==> config.mk <==
export PLATFORM = sky130hd
export DESIGN_NAME = rmf_median9
export DESIGN_NICKNAME = d
export VERILOG_FILES = /design/src/design/rmf_pkg.sv /design/src/design/rmf_median9.sv
export SDC_FILE = /design/constraint.sdc
export NUM_CORES = 1
export LEC_CHECK = 0
export ABC_AREA = 0
export BUFFER_PORTS_ARGS = -buffer_cell sky130_fd_sc_hd__clkbuf_2
export CAP_MARGIN = 25
export CORE_AREA = 2 2 287 318
export DETAILED_ROUTE_END_ITERATION = 12
export DIE_AREA = 0 0 289 320
export GPL_TIMING_DRIVEN = 0
export SYNTH_ARGS = -nofsm -noshare
export SYNTH_HDL_FRONTEND = slang
export SYNTH_SLANG_ARGS = --single-unit
==> constraint.sdc <==
create_clock -name clk -period 14.83 [get_ports clk]
set_input_delay 0 -clock clk [delete_from_list [all_inputs] [get_ports clk]]
set_output_delay 0 -clock clk [all_outputs]
set_load 0.1 [all_outputs]
==> src/design/rmf_pkg.sv <==
`timescale 1ns / 1ps
`default_nettype none
package rmf_pkg;

	localparam int MAX_WIDTH_DEF  = 1024;
	localparam int MAX_HEIGHT_DEF = 4096;
	localparam int PIX_W          = 24;
	localparam int CFG_W          = 13;
	localparam int WIDTH_REG_W    = 11;
	localparam int HEIGHT_REG_W   = 13;
	localparam int RESET_WIDTH    = 256;
	localparam int RESET_HEIGHT   = 256;

	// register indexes
	localparam logic REG_WIDTH  = 1'b0;
	localparam logic REG_HEIGHT = 1'b1;

	// opcodes
	localparam logic OP_PIXEL = 1'b0;
	localparam logic OP_DRAIN = 1'b1;

	typedef logic [PIX_W-1:0] rgb_t;
	typedef rgb_t [8:0] win_t;

	typedef struct packed {
		logic run_last;
		logic frame_last;
	} tag_t;

endpackage
`default_nettype wire

==> src/design/rmf_median9.sv <==
`timescale 1ns / 1ps
`default_nettype none
module rmf_median9 (
	input  wire logic          clk,
	input  wire logic          arst_n,
	input  wire logic          en,
	input  wire logic          in_valid,
	input  wire rmf_pkg::win_t win,
	input  wire rmf_pkg::tag_t in_tag,
	output logic               out_valid,
	output rmf_pkg::rgb_t      out_px,
	output rmf_pkg::tag_t      out_tag
);

	function automatic logic [7:0] mn(input logic [7:0] a, input logic [7:0] b);
		return (a < b) ? a : b;
	endfunction

	function automatic logic [7:0] mx(input logic [7:0] a, input logic [7:0] b);
		return (a < b) ? b : a;
	endfunction

	function automatic logic [7:0] md3(input logic [7:0] a, input logic [7:0] b,
		input logic [7:0] c);
		return mx(mn(a, b), mn(mx(a, b), c));
	endfunction

	// sorted rows: [channel][row][0 lo, 1 mid, 2 hi]
	logic [7:0] srt_c  [3][3][3];
	logic [7:0] srt_s1 [3][3][3];
	logic       v_s1;
	rmf_pkg::tag_t tag_s1;

	logic [7:0] lo_s2 [3];
	logic [7:0] md_s2 [3];
	logic [7:0] hi_s2 [3];
	logic       v_s2;
	rmf_pkg::tag_t tag_s2;

	logic       out_valid_q;
	logic [7:0] med_q [3];
	rmf_pkg::tag_t tag_q;

	always_comb begin
		for (int ch = 0; ch < 3; ch++) begin
			for (int r = 0; r < 3; r++) begin
				srt_c[ch][r][0] = mn(mn(win[r*3][8*(2-ch) +: 8], win[r*3+1][8*(2-ch) +: 8]),
					win[r*3+2][8*(2-ch) +: 8]);
				srt_c[ch][r][1] = md3(win[r*3][8*(2-ch) +: 8], win[r*3+1][8*(2-ch) +: 8],
					win[r*3+2][8*(2-ch) +: 8]);
				srt_c[ch][r][2] = mx(mx(win[r*3][8*(2-ch) +: 8], win[r*3+1][8*(2-ch) +: 8]),
					win[r*3+2][8*(2-ch) +: 8]);
			end
		end
	end

	always_ff @(posedge clk or negedge arst_n) begin
		if (!arst_n) begin
			v_s1        <= 1'b0;
			v_s2        <= 1'b0;
			out_valid_q <= 1'b0;
		end else if (en) begin
			v_s1        <= in_valid;
			v_s2        <= v_s1;
			out_valid_q <= v_s2;
		end
	end

	always_ff @(posedge clk) begin
		if (en) begin
			srt_s1 <= srt_c;
			tag_s1 <= in_tag;
			tag_s2 <= tag_s1;
			tag_q  <= tag_s2;
			for (int ch = 0; ch < 3; ch++) begin
				lo_s2[ch] <= mx(mx(srt_s1[ch][0][0], srt_s1[ch][1][0]), srt_s1[ch][2][0]);
				md_s2[ch] <= md3(srt_s1[ch][0][1], srt_s1[ch][1][1], srt_s1[ch][2][1]);
				hi_s2[ch] <= mn(mn(srt_s1[ch][0][2], srt_s1[ch][1][2]), srt_s1[ch][2][2]);
				med_q[ch] <= md3(lo_s2[ch], md_s2[ch], hi_s2[ch]);
			end
		end
	end

	assign out_valid = out_valid_q;
	assign out_px    = {med_q[0], med_q[1], med_q[2]};
	assign out_tag   = tag_q;

endmodule
`default_nettype wire

==> flow_summary.toml <==
[logic_synthesis]
netlist.area_leader.share_pct = 30.80
synth.net_count = 3978
synth_cell_types = 78
ys.flop_type = "edfxtp_1"
syn_avg_cell_area_um2 = 9.412
syn_area_um2 = 31000
synth_top_cell_by_area = "edfxtp_1"
async_reset_ff_share_pct = 0.9346
yosysSeqAreaShare_pct = 31.04
synthTopCellsByArea = "edfxtp_1 (31%), ha_1 (19%), mux2_2 (8.0%), mux2i_1 (6.4%), inv_1 (4.7%)"
synth_edf_count = 318
ys_warn_count = 0
yosys_register_bits = 321
syn_inst = 3294

[worst_setup_path]
crit_arrival_ns = 6.90
worstPathMaxFanout = 10
worstPathRequired_ns = 15.20
critPathCaptureType = "register"
crit_type = "reg2reg"
cp-start-kind = "register"

[sta]
rsz0062_at_grt = "no"
tightest_slew_ns = 1.023
setup_slack_ns = 8.298
hold_viol = 0
finalSetupTns_ns = 0
fin_skew_ns = 0.02073
fin_crit_sh_pct = 44.04
drv_slew = 0
max_freq_ghz = 0.1531
setup_viol_count_final = 0
min_period_ns = 6.532
max-slew-margin-rel_pct = 31.05

[clock_network]
clockRootBuffer = "clkbuf_16"
cts-htree-levels = 2
cts_sinks = 321
post_cts_buffers = 0
hold_buffers = 148
cts_buffers = 38
insertion_delay_ns = 0.58
clk_pin_slew_ns = 0.06
clockBufferDepth = 3
cts_tree = "done"
postCtsResizedCells = 0

[pwr]
power_mw = 7.049
leakage_nw = 16.70
power.density_nw_per_um2 = 192.9
ir_worst_vdd_v = 0.0001262

[floorplanning]
die-area_um2 = 92480
rows = 115
initial_core_util_pct = 34.86
die_height_um = 320
fp.dieW_um = 289
io_pins = 249
core_area_um2 = 88920

[global_route]
overflow = 0
grt_max_degree = 111
antenna_found_initial = 2
grt_pass1_wl_mm = 132.2
first_global_vias = 25030
grt_use_total_pct = 17.84

[layout]
final_nets = 4412
final_area_um2 = 36540
syn_to_final_growth_pct = 17.86
nFillCells = 8749
drive_above_1_share_pct = 16.84
antenna_cells = 0

[route]
ant_nets = 0
dr_total_vias = 25920
wl_per_cell_um = 17.06
totalWireLength_mm = 84.05
drc_errors = 0
drtIter0Drc = 1767
drtPass1Iterations = 5
viasPerCell = 5.259

[place]
port_buffers = 244
place_ws_ns = 8.241
place_hpwl_mm = 67.32
placed_cell_area_um2 = 33750
gp_congestion = 0.9100

[hold_path]
hold_class = "in2reg"

[job]
max_cap_viol_count = 0

[outcome]
status = "completed"
-- synth_stat cells (all sizes together), types with 15 or more instances --
master / count
edfxtp: 318
o211ai: 17
a211o: 22
o311ai: 17
nor2b: 45
nand3: 89
a211oi: 41
inv: 388
nand2: 233
nand4: 46
or3: 21
ha: 462
nor2: 189
and3: 49
a221oi: 35
a21o: 61
nor3: 15
or2: 16
mux2i: 197
o21a: 23
mux2: 221
clkbuf: 56
a21oi: 216
o21ai: 248
a31oi: 40
buf: 38
nand2b: 51
-- worst max-delay path: stages (launching register included) --
cell      delay [ns]
edfxtp_1        0.42
ha_1            0.31
a21o_1          0.16
a31oi_1         0.16
o21ai_1         0.18
a21oi_2         0.46
clkbuf_1        0.38
mux2_2          0.42
ha_1            0.30
nand4_1         0.14
nor2_1          0.10
nand2_1         0.07
a211oi_1        0.05
a211oi_2        0.75
mux2i_1         0.34
ha_1            0.28
a21oi_1         0.17
nor2_1          0.06
a211o_1         0.30
a211oi_1        0.29
a41oi_1         0.33
mux2_2          0.37
a211oi_1        0.28
-- worst paths after layout --
| kind | start | to | slack [ns] | depth (start not counted) |
|---|---|---|---|---|
| min in group asynchronous | arst_n | v_s2$_DFFE_PN0P_ | 0.31 | 3 |
| min reg2reg | tag_s2[0]$_DFFE_PP_ | out_tag[0]$_DFFE_PP_ | 0.43 | 0 |
| min | win[73] | srt_s1[33]$_DFFE_PP_ | 0.04 | 5 |
| max in group asynchronous | arst_n | out_valid$_DFFE_PN0P_ | 14.36 | 3 |
| max reg2reg | srt_s1[130]$_DFFE_PP_ | md_s2[0][8]$_DFFE_PP_ | 8.30 | 22 |
| max | srt_s1[130]$_DFFE_PP_ | md_s2[0][8]$_DFFE_PP_ | 8.30 | 22 |
-- through the flow --
| stage | hold slack, ns | utilization, % | cells |
|---|---|---|---|
| 2_1_floorplan | -0.2956 | - | 3294 |
| 3_3_place_gp | -0.2006 | 37.88 | 4708 |
| 3_5_place_dp | -0.2001 | 37.96 | 4710 |
| 4_1_cts | 0.001172 | 41.09 | 4928 |
| 5_1_grt | 0.03266 | 41.09 | 4928 |
| 6_report | 0.04168 | 41.09 | 4928 |
-- placed cells by master, fill, tap and decap left out, drive strengths merged, types with 21 or more instances in the layout --
cell type / instances
a221oi: 35
nor2b: 45
a21o: 61
edfxtp: 318
nand4: 46
o21a: 23
a31oi: 40
o21ai: 248
a21oi: 216
nand2: 233
dlygate4sd3: 148
inv: 395
mux2i: 197
mux2: 221
nand2b: 51
ha: 462
and3: 49
or3: 21
a211oi: 41
nand3: 89
a211o: 22
clkbuf: 343
buf: 40
nor2: 189
-- flip-flops by register name (all words and copies together), names as in the netlist --
signal     flops
out_tag        2
tag_s1         2
hi_s2         24
tag_s2         2
med_q         24
out_valid      1
v_s2           1
srt_s1       216
v_s1           1
lo_s2         24
md_s2         24
-- final cells by class --
cell class / count / area, um^2 / share of cell area [%]
buffer: 94 / 425.4 / 1.164
tap: 1170 / 1464 / 4.006
clock buffer: 43 / 991.0 / 2.712
sequential: 321 / 9624 / 26.34
inverter: 389 / 1460 / 3.996
timing repair buffer: 394 / 2766 / 7.571
multi-input combinational: 2490 / 19490 / 53.35
clock inverter: 27 / 316.6 / 0.8663
-- kinds of logic after synthesis --
kind of cell	count (synthesis)	synth area share, %
DFF	321	31.04
and+or+nand+nor	803	12.60
buffers and inverters	483	6.082
AOI/OAI and AO/OA	807	17.25
adders and majority gates	462	18.65
muxes	418	14.39
-- layer usage --
layer,vias up,share of wire [%],track usage (%)
met1,12140,45,22.95
met4,2,3.1,5.956
met2,551,48,30.61
met5,-,0.011,0
met3,128,4.3,2.332
li1,13100,-,-
-- power by group --
group          internal (mW)  switching, mW
clock network          0.578          0.409
logic                   1.75           2.66
registers               1.46          0.190
total                   3.79           3.26
Power figures use the tool's default switching activity.
